--- src/design/escatr_pkg.sv ---
package escatr_pkg;

  // Field widths fixed by the item format
  localparam int unsigned LEVEL_W   = 14;
  localparam int unsigned TOL_W     = 14;
  localparam int unsigned OP_W      = 3;
  localparam int unsigned MODE_W    = 2;
  localparam int unsigned STAT_W    = 2;
  localparam int unsigned TIME_IN_W = 16;

  localparam int unsigned TIME_WIDTH_DEF = 16;

  localparam logic [LEVEL_W-1:0] LEVEL_MAX = 14'd10000;
  localparam logic [TOL_W-1:0]   TOL_RESET = 14'd100;

  // Operation codes
  localparam logic [OP_W-1:0] OP_TICK     = 3'd0;
  localparam logic [OP_W-1:0] OP_BEGIN    = 3'd1;
  localparam logic [OP_W-1:0] OP_ARM      = 3'd2;
  localparam logic [OP_W-1:0] OP_DISARM   = 3'd3;
  localparam logic [OP_W-1:0] OP_SET      = 3'd4;
  localparam logic [OP_W-1:0] OP_STOP     = 3'd5;
  localparam logic [OP_W-1:0] OP_STOP_ERR = 3'd6;

  // Sequencer modes
  localparam logic [MODE_W-1:0] MODE_DISARMED = 2'd0;
  localparam logic [MODE_W-1:0] MODE_ARMING   = 2'd1;
  localparam logic [MODE_W-1:0] MODE_ARMED    = 2'd2;
  localparam logic [MODE_W-1:0] MODE_RUNNING  = 2'd3;

  // Actuator status
  localparam logic [STAT_W-1:0] STAT_INIT    = 2'd0;
  localparam logic [STAT_W-1:0] STAT_STOPPED = 2'd1;
  localparam logic [STAT_W-1:0] STAT_ACTIVE  = 2'd2;
  localparam logic [STAT_W-1:0] STAT_ERROR   = 2'd3;

  // Controller to datapath commands
  typedef struct packed {
    logic cap;   // capture the accepted item
    logic exec;  // apply the operation to the sequencer state
    logic mul;   // form |target-start| * elapsed, seed the divider
    logic step;  // one restoring division step
    logic fin;   // write the interpolated level
    logic resp;  // load the result register
  } cmd_t;

  // Datapath to controller status
  typedef struct packed {
    logic need_interp;
  } stat_t;

endpackage

--- src/design/escatr_dp.sv ---
module escatr_dp #(
  parameter int unsigned TIME_WIDTH = escatr_pkg::TIME_WIDTH_DEF
) (
  input  logic                              clk_i,
  input  logic                              rst_ni,
  input  escatr_pkg::cmd_t                  cmd_i,
  output escatr_pkg::stat_t                 stat_o,
  input  logic                              cfg_we_i,
  input  logic [escatr_pkg::TOL_W-1:0]      cfg_wdata_i,
  input  logic [escatr_pkg::OP_W-1:0]       op_i,
  input  logic [escatr_pkg::TIME_IN_W-1:0]  arm_time_ms_i,
  input  logic [escatr_pkg::LEVEL_W-1:0]    throttle_req_i,
  input  logic                              smooth_i,
  input  logic [escatr_pkg::TIME_IN_W-1:0]  ramp_time_ms_i,
  output logic                              ok_o,
  output logic [escatr_pkg::LEVEL_W-1:0]    throttle_out_o,
  output logic                              drive_write_o,
  output logic                              drive_stop_o,
  output logic [escatr_pkg::MODE_W-1:0]     esc_mode_o,
  output logic [escatr_pkg::STAT_W-1:0]     act_status_o,
  output logic                              ramping_o,
  output logic                              at_target_o,
  output logic [escatr_pkg::LEVEL_W-1:0]    applied_throttle_o
);

  localparam int unsigned LW = escatr_pkg::LEVEL_W;
  localparam int unsigned EW = TIME_WIDTH + 1;
  localparam int unsigned PW = LW + TIME_WIDTH;
  localparam logic [EW-1:0] ELAPSED_MAX = {EW{1'b1}};

  // Captured item
  logic [escatr_pkg::OP_W-1:0] op_q;
  logic [TIME_WIDTH-1:0]       arm_q;
  logic [LW-1:0]               req_q;
  logic                        smooth_q;
  logic [TIME_WIDTH-1:0]       rlen_in_q;

  // Sequencer state
  logic [escatr_pkg::MODE_W-1:0] mode_q, mode_d;
  logic [escatr_pkg::STAT_W-1:0] status_q, status_d;
  logic [LW-1:0]                 cur_q, cur_d;
  logic [LW-1:0]                 tgt_q, tgt_d;
  logic [LW-1:0]                 start_q, start_d;
  logic                          ramp_q, ramp_d;
  logic [EW-1:0]                 elapsed_q, elapsed_d;
  logic [TIME_WIDTH-1:0]         hold_q, hold_d;
  logic [TIME_WIDTH-1:0]         len_q, len_d;
  logic [escatr_pkg::TOL_W-1:0]  tol_q;

  // Per-item flags
  logic          ok_q, ok_d;
  logic          dw_q, dw_d;
  logic          ds_q, ds_d;
  logic [LW-1:0] applied_q, applied_d;
  logic          need_interp;

  // Interpolation datapath
  logic [LW-1:0]         mag_q;
  logic                  neg_q;
  logic [PW-1:0]         prod;
  logic [TIME_WIDTH-1:0] rem_q;
  logic [LW-1:0]         quo_q;
  logic [TIME_WIDTH:0]   trial;
  logic [TIME_WIDTH:0]   trial_sub;
  logic                  trial_ge;
  logic [LW:0]           interp;

  logic [EW-1:0] elapsed_inc;
  logic          ready;
  logic [LW-1:0] gap;

  assign ready = (status_q == escatr_pkg::STAT_STOPPED) ||
                 (status_q == escatr_pkg::STAT_ACTIVE);
  assign elapsed_inc = (elapsed_q == ELAPSED_MAX) ? elapsed_q : elapsed_q + EW'(1);

  assign stat_o.need_interp = need_interp;

  // Item capture, request saturated on the way in
  always_ff @(posedge clk_i) begin
    if (cmd_i.cap) begin
      op_q      <= op_i;
      arm_q     <= TIME_WIDTH'(arm_time_ms_i);
      req_q     <= (throttle_req_i > escatr_pkg::LEVEL_MAX) ? escatr_pkg::LEVEL_MAX
                                                            : throttle_req_i;
      smooth_q  <= smooth_i;
      rlen_in_q <= TIME_WIDTH'(ramp_time_ms_i);
    end
  end

  // Operation decode
  always_comb begin
    mode_d      = mode_q;
    status_d    = status_q;
    cur_d       = cur_q;
    tgt_d       = tgt_q;
    start_d     = start_q;
    ramp_d      = ramp_q;
    elapsed_d   = elapsed_q;
    hold_d      = hold_q;
    len_d       = len_q;
    ok_d        = 1'b0;
    dw_d        = 1'b0;
    ds_d        = 1'b0;
    applied_d   = '0;
    need_interp = 1'b0;

    unique case (op_q)
      escatr_pkg::OP_TICK: begin
        elapsed_d = elapsed_inc;
        if (ready) begin
          if (mode_q == escatr_pkg::MODE_ARMING) begin
            if (elapsed_inc >= {1'b0, hold_q}) begin
              mode_d = escatr_pkg::MODE_ARMED;
            end
            ok_d = 1'b1;
          end else if (ramp_q && (mode_q != escatr_pkg::MODE_DISARMED)) begin
            ok_d = 1'b1;
            dw_d = 1'b1;
            if (elapsed_inc >= {1'b0, len_q}) begin
              ramp_d = 1'b0;
              cur_d  = tgt_q;
              if (tgt_q == '0) begin
                mode_d   = escatr_pkg::MODE_ARMED;
                status_d = escatr_pkg::STAT_STOPPED;
              end else begin
                mode_d   = escatr_pkg::MODE_RUNNING;
                status_d = escatr_pkg::STAT_ACTIVE;
              end
            end else begin
              need_interp = 1'b1;
            end
          end
        end
      end
      escatr_pkg::OP_BEGIN, escatr_pkg::OP_STOP, escatr_pkg::OP_STOP_ERR: begin
        ds_d     = 1'b1;
        cur_d    = '0;
        tgt_d    = '0;
        ramp_d   = 1'b0;
        mode_d   = escatr_pkg::MODE_DISARMED;
        status_d = (op_q == escatr_pkg::OP_STOP_ERR) ? escatr_pkg::STAT_ERROR
                                                     : escatr_pkg::STAT_STOPPED;
        ok_d     = 1'b1;
      end
      escatr_pkg::OP_ARM: begin
        if (ready && (mode_q == escatr_pkg::MODE_DISARMED)) begin
          ds_d      = 1'b1;
          elapsed_d = '0;
          hold_d    = arm_q;
          mode_d    = escatr_pkg::MODE_ARMING;
          ok_d      = 1'b1;
        end
      end
      escatr_pkg::OP_DISARM: begin
        if (ready && (mode_q == escatr_pkg::MODE_ARMED)) begin
          ds_d   = 1'b1;
          cur_d  = '0;
          tgt_d  = '0;
          ramp_d = 1'b0;
          mode_d = escatr_pkg::MODE_DISARMED;
          ok_d   = 1'b1;
        end
      end
      escatr_pkg::OP_SET: begin
        if (ready && ((mode_q == escatr_pkg::MODE_ARMED) ||
                      (mode_q == escatr_pkg::MODE_RUNNING))) begin
          tgt_d = req_q;
          if (smooth_q) begin
            start_d   = cur_q;
            len_d     = rlen_in_q;
            elapsed_d = '0;
            ramp_d    = 1'b1;
            if (req_q != '0) begin
              mode_d = escatr_pkg::MODE_RUNNING;
            end
            status_d  = escatr_pkg::STAT_ACTIVE;
          end else begin
            cur_d    = req_q;
            dw_d     = 1'b1;
            mode_d   = (req_q != '0) ? escatr_pkg::MODE_RUNNING : escatr_pkg::MODE_ARMED;
            status_d = (req_q != '0) ? escatr_pkg::STAT_ACTIVE : escatr_pkg::STAT_STOPPED;
          end
          applied_d = req_q;
          ok_d      = 1'b1;
        end
      end
      default: begin
      end
    endcase
  end

  // Interpolation: product, restoring divide, signed add-back
  assign prod      = PW'(mag_q) * PW'(elapsed_q[TIME_WIDTH-1:0]);
  assign trial     = {rem_q, quo_q[LW-1]};
  assign trial_ge  = trial >= {1'b0, len_q};
  assign trial_sub = trial - {1'b0, len_q};
  assign interp    = neg_q ? ({1'b0, start_q} - {1'b0, quo_q})
                           : ({1'b0, start_q} + {1'b0, quo_q});

  always_ff @(posedge clk_i) begin
    if (cmd_i.exec) begin
      neg_q <= tgt_q < start_q;
      mag_q <= (tgt_q < start_q) ? (start_q - tgt_q) : (tgt_q - start_q);
    end
    if (cmd_i.mul) begin
      rem_q <= prod[PW-1:LW];
      quo_q <= prod[LW-1:0];
    end else if (cmd_i.step) begin
      rem_q <= trial_ge ? trial_sub[TIME_WIDTH-1:0] : trial[TIME_WIDTH-1:0];
      quo_q <= {quo_q[LW-2:0], trial_ge};
    end
    if (cmd_i.exec) begin
      ok_q      <= ok_d;
      dw_q      <= dw_d;
      ds_q      <= ds_d;
      applied_q <= applied_d;
    end
  end

  always_ff @(posedge clk_i or negedge rst_ni) begin
    if (!rst_ni) begin
      mode_q    <= escatr_pkg::MODE_DISARMED;
      status_q  <= escatr_pkg::STAT_INIT;
      cur_q     <= '0;
      tgt_q     <= '0;
      start_q   <= '0;
      ramp_q    <= 1'b0;
      elapsed_q <= '0;
      hold_q    <= '0;
      len_q     <= '0;
      tol_q     <= escatr_pkg::TOL_RESET;
    end else begin
      if (cfg_we_i) begin
        tol_q <= cfg_wdata_i;
      end
      if (cmd_i.exec) begin
        mode_q    <= mode_d;
        status_q  <= status_d;
        cur_q     <= cur_d;
        tgt_q     <= tgt_d;
        start_q   <= start_d;
        ramp_q    <= ramp_d;
        elapsed_q <= elapsed_d;
        hold_q    <= hold_d;
        len_q     <= len_d;
      end else if (cmd_i.fin) begin
        cur_q <= interp[LW-1:0];
      end
    end
  end

  // Result register
  assign gap = (cur_q >= tgt_q) ? (cur_q - tgt_q) : (tgt_q - cur_q);

  always_ff @(posedge clk_i) begin
    if (cmd_i.resp) begin
      ok_o               <= ok_q;
      throttle_out_o     <= cur_q;
      drive_write_o      <= dw_q;
      drive_stop_o       <= ds_q;
      esc_mode_o         <= mode_q;
      act_status_o       <= status_q;
      ramping_o          <= ramp_q;
      at_target_o        <= gap <= tol_q;
      applied_throttle_o <= applied_q;
    end
  end

endmodule

--- src/design/escatr_ctrl.sv ---
module escatr_ctrl (
  input  logic               clk_i,
  input  logic               rst_ni,
  input  logic               in_valid_i,
  output logic               in_stall_o,
  output logic               out_valid_o,
  input  logic               out_stall_i,
  output escatr_pkg::cmd_t   cmd_o,
  input  escatr_pkg::stat_t  stat_i
);

  localparam int unsigned STEPS = escatr_pkg::LEVEL_W;
  localparam int unsigned CNT_W = $clog2(STEPS);
  localparam logic [CNT_W-1:0] LAST_STEP = CNT_W'(STEPS - 1);

  localparam logic [2:0] ST_IDLE = 3'd0;
  localparam logic [2:0] ST_EXEC = 3'd1;
  localparam logic [2:0] ST_MUL  = 3'd2;
  localparam logic [2:0] ST_DIV  = 3'd3;
  localparam logic [2:0] ST_FIN  = 3'd4;
  localparam logic [2:0] ST_RESP = 3'd5;

  logic [2:0]       state_q, state_d;
  logic [CNT_W-1:0] cnt_q, cnt_d;
  logic             out_valid_q, out_valid_d;
  logic             slot_free;

  assign in_stall_o  = state_q != ST_IDLE;
  assign out_valid_o = out_valid_q;
  assign slot_free   = !out_valid_q || !out_stall_i;

  always_comb begin
    state_d     = state_q;
    cnt_d       = cnt_q;
    out_valid_d = out_valid_q && out_stall_i;
    cmd_o       = '0;

    unique case (state_q)
      ST_IDLE: begin
        if (in_valid_i) begin
          cmd_o.cap = 1'b1;
          state_d   = ST_EXEC;
        end
      end
      ST_EXEC: begin
        cmd_o.exec = 1'b1;
        state_d    = stat_i.need_interp ? ST_MUL : ST_RESP;
      end
      ST_MUL: begin
        cmd_o.mul = 1'b1;
        cnt_d     = '0;
        state_d   = ST_DIV;
      end
      ST_DIV: begin
        cmd_o.step = 1'b1;
        cnt_d      = cnt_q + CNT_W'(1);
        if (cnt_q == LAST_STEP) begin
          state_d = ST_FIN;
        end
      end
      ST_FIN: begin
        cmd_o.fin = 1'b1;
        state_d   = ST_RESP;
      end
      ST_RESP: begin
        // hold until the result register is free
        if (slot_free) begin
          cmd_o.resp  = 1'b1;
          out_valid_d = 1'b1;
          state_d     = ST_IDLE;
        end
      end
      default: begin
        state_d = ST_IDLE;
      end
    endcase
  end

  always_ff @(posedge clk_i or negedge rst_ni) begin
    if (!rst_ni) begin
      state_q     <= ST_IDLE;
      cnt_q       <= '0;
      out_valid_q <= 1'b0;
    end else begin
      state_q     <= state_d;
      cnt_q       <= cnt_d;
      out_valid_q <= out_valid_d;
    end
  end

endmodule

--- src/design/esc_arming_throttle_ramp.sv ---
// Sequencing: each item is captured on transfer and applied; a tick that
//   interpolates the throttle ramp then runs the multiply, the 14-step
//   restoring divider and the add-back before the result register loads.
// Throughput: one item at a time; a new item is taken only after the last
//   one's result is loaded, which waits while the result register is held.
// Reset (rst_ni low, asynchronous): disarmed, initializing, all levels and
//   timers zero, no ramp, tolerance 100, no result pending.
module esc_arming_throttle_ramp #(
  parameter int unsigned TIME_WIDTH = escatr_pkg::TIME_WIDTH_DEF
) (
  input  logic                              clk_i,
  input  logic                              rst_ni,
  // tolerance register write port
  input  logic                              cfg_we_i,
  input  logic [escatr_pkg::TOL_W-1:0]      cfg_wdata_i,
  // input channel
  input  logic                              in_valid_i,
  output logic                              in_stall_o,
  input  logic [escatr_pkg::OP_W-1:0]       op_i,
  input  logic [escatr_pkg::TIME_IN_W-1:0]  arm_time_ms_i,
  input  logic [escatr_pkg::LEVEL_W-1:0]    throttle_req_i,
  input  logic                              smooth_i,
  input  logic [escatr_pkg::TIME_IN_W-1:0]  ramp_time_ms_i,
  // result channel
  output logic                              out_valid_o,
  input  logic                              out_stall_i,
  output logic                              ok_o,
  output logic [escatr_pkg::LEVEL_W-1:0]    throttle_out_o,
  output logic                              drive_write_o,
  output logic                              drive_stop_o,
  output logic [escatr_pkg::MODE_W-1:0]     esc_mode_o,
  output logic [escatr_pkg::STAT_W-1:0]     act_status_o,
  output logic                              ramping_o,
  output logic                              at_target_o,
  output logic [escatr_pkg::LEVEL_W-1:0]    applied_throttle_o
);

  // The controller sequences each item: capture on transfer, apply the
  // operation, and only for a mid-ramp tick run the multiply / divide /
  // add-back chain before loading the result register.
  escatr_pkg::cmd_t  cmd;
  escatr_pkg::stat_t stat;

  escatr_ctrl u_ctrl (
    .clk_i       (clk_i),
    .rst_ni      (rst_ni),
    .in_valid_i  (in_valid_i),
    .in_stall_o  (in_stall_o),
    .out_valid_o (out_valid_o),
    .out_stall_i (out_stall_i),
    .cmd_o       (cmd),
    .stat_i      (stat)
  );

  // The datapath owns the sequencer state, the ramp arithmetic
  // (one multiplier, one restoring divider) and the result register.
  escatr_dp #(
    .TIME_WIDTH (TIME_WIDTH)
  ) u_dp (
    .clk_i              (clk_i),
    .rst_ni             (rst_ni),
    .cmd_i              (cmd),
    .stat_o             (stat),
    .cfg_we_i           (cfg_we_i),
    .cfg_wdata_i        (cfg_wdata_i),
    .op_i               (op_i),
    .arm_time_ms_i      (arm_time_ms_i),
    .throttle_req_i     (throttle_req_i),
    .smooth_i           (smooth_i),
    .ramp_time_ms_i     (ramp_time_ms_i),
    .ok_o               (ok_o),
    .throttle_out_o     (throttle_out_o),
    .drive_write_o      (drive_write_o),
    .drive_stop_o       (drive_stop_o),
    .esc_mode_o         (esc_mode_o),
    .act_status_o       (act_status_o),
    .ramping_o          (ramping_o),
    .at_target_o        (at_target_o),
    .applied_throttle_o (applied_throttle_o)
  );

`ifndef SYNTHESIS
  // An accepted transfer always makes the block busy on the next cycle.
  a_busy_after_accept: assert property (@(posedge clk_i) disable iff (!rst_ni)
    (in_valid_i && !in_stall_o) |=> in_stall_o)
    else $error("input stall not raised after transfer");

  // Begin, stop and disarm enter disarmed, and each clears throttle and ramp.
  a_disarmed_idle: assert property (@(posedge clk_i) disable iff (!rst_ni)
    (out_valid_o && (esc_mode_o == escatr_pkg::MODE_DISARMED))
      |-> ((throttle_out_o == '0) && !ramping_o))
    else $error("disarmed with throttle or ramp held");

  // A stop pulse and a throttle write never come from the same item.
  a_write_xor_stop: assert property (@(posedge clk_i) disable iff (!rst_ni)
    out_valid_o |-> !(drive_write_o && drive_stop_o))
    else $error("drive write and stop in one result");
`endif

endmodule

--- config.mk ---
export PLATFORM = sky130hd
export DESIGN_NAME = esc_arming_throttle_ramp
export DESIGN_NICKNAME = d
export VERILOG_FILES = /design/src/design/escatr_pkg.sv /design/src/design/escatr_dp.sv /design/src/design/escatr_ctrl.sv /design/src/design/esc_arming_throttle_ramp.sv
export SDC_FILE = /design/constraint.sdc
export NUM_CORES = 1
export LEC_CHECK = 0
export BUFFER_PORTS_ARGS = -buffer_cell sky130_fd_sc_hd__buf_4
export CORE_ASPECT_RATIO = 0.8
export CORE_MARGIN = 1
export CORE_UTILIZATION = 65
export DETAILED_ROUTE_END_ITERATION = 6
export PLACE_DENSITY = 0.85
export SYNTH_ARGS = -nofsm -noshare
export SYNTH_HDL_FRONTEND = slang
export SYNTH_SLANG_ARGS = --single-unit
--- constraint.sdc ---
create_clock -name clk_i -period 9.75 [get_ports clk_i]
set_input_delay 0.975 -clock clk_i [delete_from_list [all_inputs] [get_ports clk_i]]
set_output_delay 0.975 -clock clk_i [all_outputs]
set_load 0.02 [all_outputs]
==> flow_summary.toml <==
[placement]
hpwl_um = 43500
place_area_sq_um = 24100
dp_slack_ps = 2760
gp_congestion = 1.02
io_buffers = 107

[setup_path]
path_cells = "nand2_1, fa_1, inv_1, fa_1, fa_1, fa_1, fa_1, inv_1, fa_1, inv_1, ha_1, a211oi_1, nor2_1, o41ai_1, o31ai_1, a311oi_1, o21ai_1, a221oi_2, xor2_1, mux2i_1"
reg2reg_to = "u_dp.rem_q[14]"
cp.required_ps = 10080
r2r_cells = 20
max_stage_delay_ps = 810
reg2reg_from = "u_dp.elapsed_q[3]"
cp_max_fo = 19
critical_path_class = "flop to flop"
slowest_stage = "dfrtp_1"
crit_top_cell = "fa_1"
critPathArrivalTime_ps = 7500
end_kind = "flop"
rrSetupSlack_ps = 2580
start_kind = "flop"

[power_and_ir_drop]
p_per_area_nw_per_um2 = 292
vdd_drop_max_mv = 0.301
p_leak_uw = 0.0115

[synthesis]
yosysTopAreaCell = "edfxtp_1"
synth_area_sq_um = 23000
synth_ff_type = "edfxtp_1"
yosysUniqueCellTypes = 71
async_reset_ff_frac = 0.442
yosysWarnings = 0
synth.area.top_cells = "edfxtp_1, fa_1, dfrtp_1"
synth_edf_count = 149
avgSynthCellArea_sq_um = 9.62
synth_seq_cells = 267
synth_top_area_share = 0.194
syn-num-nets = 2861
synth_seq_area_share = 0.323
synthCells = 2394

[clock_network]
insertion_delay_ps = 590
cts_tree = "done"
clock_sinks = 267
htree_levels = 1
clk_pin_slew_ps = 70
cts_root_buffer = "clkbuf_16"
post_cts_resize_count = 0
cts_hold_buf = 0
post_cts_buffers = 0
cts_buffers = 27
cts_buffer_depth = 3

[final_layout]
area_delta_synth_final_pct = 8.68
finalNetCount = 2903
fillers = 2551
n_antenna_cell = 0
utilization = 0.719
stdcell_area_sq_um = 25000
drive_gt1_frac = 0.0895

[global_routing]
antenna_found_initial = 0
grt_first_pass_wirelength_um = 92000
grt_pass1_vias = 17400
grt.overflow.total = 0
grt_usage = 0.326
grt_max_degree = 69

[sta]
skew_ps = 27.2
postLayoutSetupSlackWorst_ps = 2580
rsz0062_at_grt = "false"
finalSetupViolCount = 0
period_share = 0.736
worst_pin_slew_ps = 1190
maxSlewViolCount = 0
clock.fmax_mhz = 139
tns_ps = 0
hold_ws_ps = 421
relSlewSlack = 0.202
hold_violations = 0
min_period_ps = 7170

[min_path]
min_delay_path_depth = 0
hp-class = "flop to flop"
holdPathEnd = "u_dp.applied_throttle_o[2]"
min-delay-start = "u_dp.applied_q[2]"

[floorplan]
start_util = 0.662
ioPinCount = 108
placeableCoreArea_sq_um = 34800
die_height_um = 170
fp-row-count = 61
dieArea_sq_um = 36200
die_x_um = 212

[detailed_routing]
wl_per_cell_um = 19.5
drc = 0
drtIter0Drc = 1825
route.detailed.vias_per_inst = 6.05
dr.pass1.iters = 6
ant_nets = 0
vias = 17700
wl_um = 57200

[flow_run]
maxCapViolCount = 0

[outcome]
status = "finished clean"
registers in the layout (all words and copies together) (netlist names), 16 cells and up:
signal	count
u_dp.arm_q	16
u_dp.elapsed_q	17
u_dp.hold_q	16
u_dp.len_q	16
u_dp.rem_q	16
u_dp.rlen_in_q	16
synthesized netlist by cell type, drive strengths merged (26+ instances only):
library cell / n
xor2: 30
nand2: 272
mux2i: 26
xnor2: 73
nor2: 110
dfrtp: 115
inv: 301
fa: 171
nand3: 34
and2: 121
nor3: 38
a21o: 42
o21ai: 147
edfxtp: 149
clkbuf: 88
a21oi: 121
ha: 227
mux2: 33
cells by family (layout without fill, tap and decap cells):
kind of cell    count (synthesis)  after routing  share of synthesized area
simple gates                  698            698                      0.145
xor+xnor                      103            103                     0.0392
fa+ha+maj                     398            398                      0.272
flops                         267            267                      0.323
mux                            59             59                     0.0276
buf+inv                       406            469                     0.0678
compound gates                463            463                      0.126
how the worst max path moves through the flow:
stage / slack, ps / to / start
5_1_grt: 2310 / u_dp.rem_q[14] / u_dp.elapsed_q[5]
3_3_place_gp: 2990 / u_dp.rem_q[14] / u_dp.elapsed_q[7]
4_1_cts: 2660 / u_dp.rem_q[14] / u_dp.elapsed_q[3]
2_1_floorplan: 3310 / u_dp.rem_q[14] / u_dp.elapsed_q[8]
6_report: 2580 / u_dp.rem_q[14] / u_dp.elapsed_q[3]
3_5_place_dp: 2760 / u_dp.rem_q[14] / u_dp.elapsed_q[7]
per-layer routing:
| layer | part of all wire | global-route usage | vias up |
|---|---|---|---|
| met5 | 0 | 0 | - |
| met4 | 0.025 | 0.0845 | 0 |
| met3 | 0.10 | 0.0738 | 114 |
| met2 | 0.43 | 0.485 | 841 |
| met1 | 0.44 | 0.481 | 8585 |
| li1 | - | - | 8168 |
through the flow:
stage / std cells / total power, uW
final: 2929 / 7300
after detailed placement: 2879 / 6080
after global placement: 2879 / 5920
after floorplan: 2394 / 4980
after CTS: 2929 / 7210
after global routing: 2929 / 7780
cells in the final DEF, fill, tap and decap left out, types with 7 or more instances in the layout:
cell         n
nor3_1      37
nand3_1     34
o31ai_1     14
nand4_1     25
and3_1       9
a21oi_1    121
inv_1      300
a31oi_1     20
buf_4      118
dfrtp_1    115
clkbuf_16   27
mux2_2      32
nor2b_1     25
nand2_1    272
ha_1       227
a211oi_1    20
nand2b_1    23
and2_1     121
fa_1       171
nor2_1     108
xnor2_1     73
a21o_1      41
edfxtp_1   149
or3_1        9
o21bai_1    15
a221oi_1     7
nor4_1      13
o21a_1      13
o21ai_0    138
a22o_1       9
o211ai_1     9
xor2_1      30
o21ai_1      9
mux2i_1     26
critical path: cells and delay by family, from the launching register on:
family                     cells  cell delay [ps]
buffers and inverters          3              170
and+or+nand+nor                2              280
muxes                          1               80
adders and majority gates      7             3510
xor gates and xnor gates       1              180
DFF                            1              810
AOI/OAI and AO/OA              6             1890
final cells by class:
| cell class | instances | area (sq um) | share of cell area |
|---|---|---|---|
| multi-input combinational | 1721 | 14100 | 0.562 |
| tap | 472 | 591 | 0.0236 |
| clock buffer | 33 | 728 | 0.0291 |
| timing repair buffer | 118 | 886 | 0.0354 |
| inverter | 301 | 1130 | 0.0451 |
| clock inverter | 17 | 203 | 0.00810 |
| sequential | 267 | 7430 | 0.297 |
power by group:
group          switching [uW]  internal, uW  total, uW
clock network             479           620       1100
registers                 429          1640       2070
logic                    2400          1740       4140
total                    3310          3990       7300
Power figures use the tool's default switching activity.
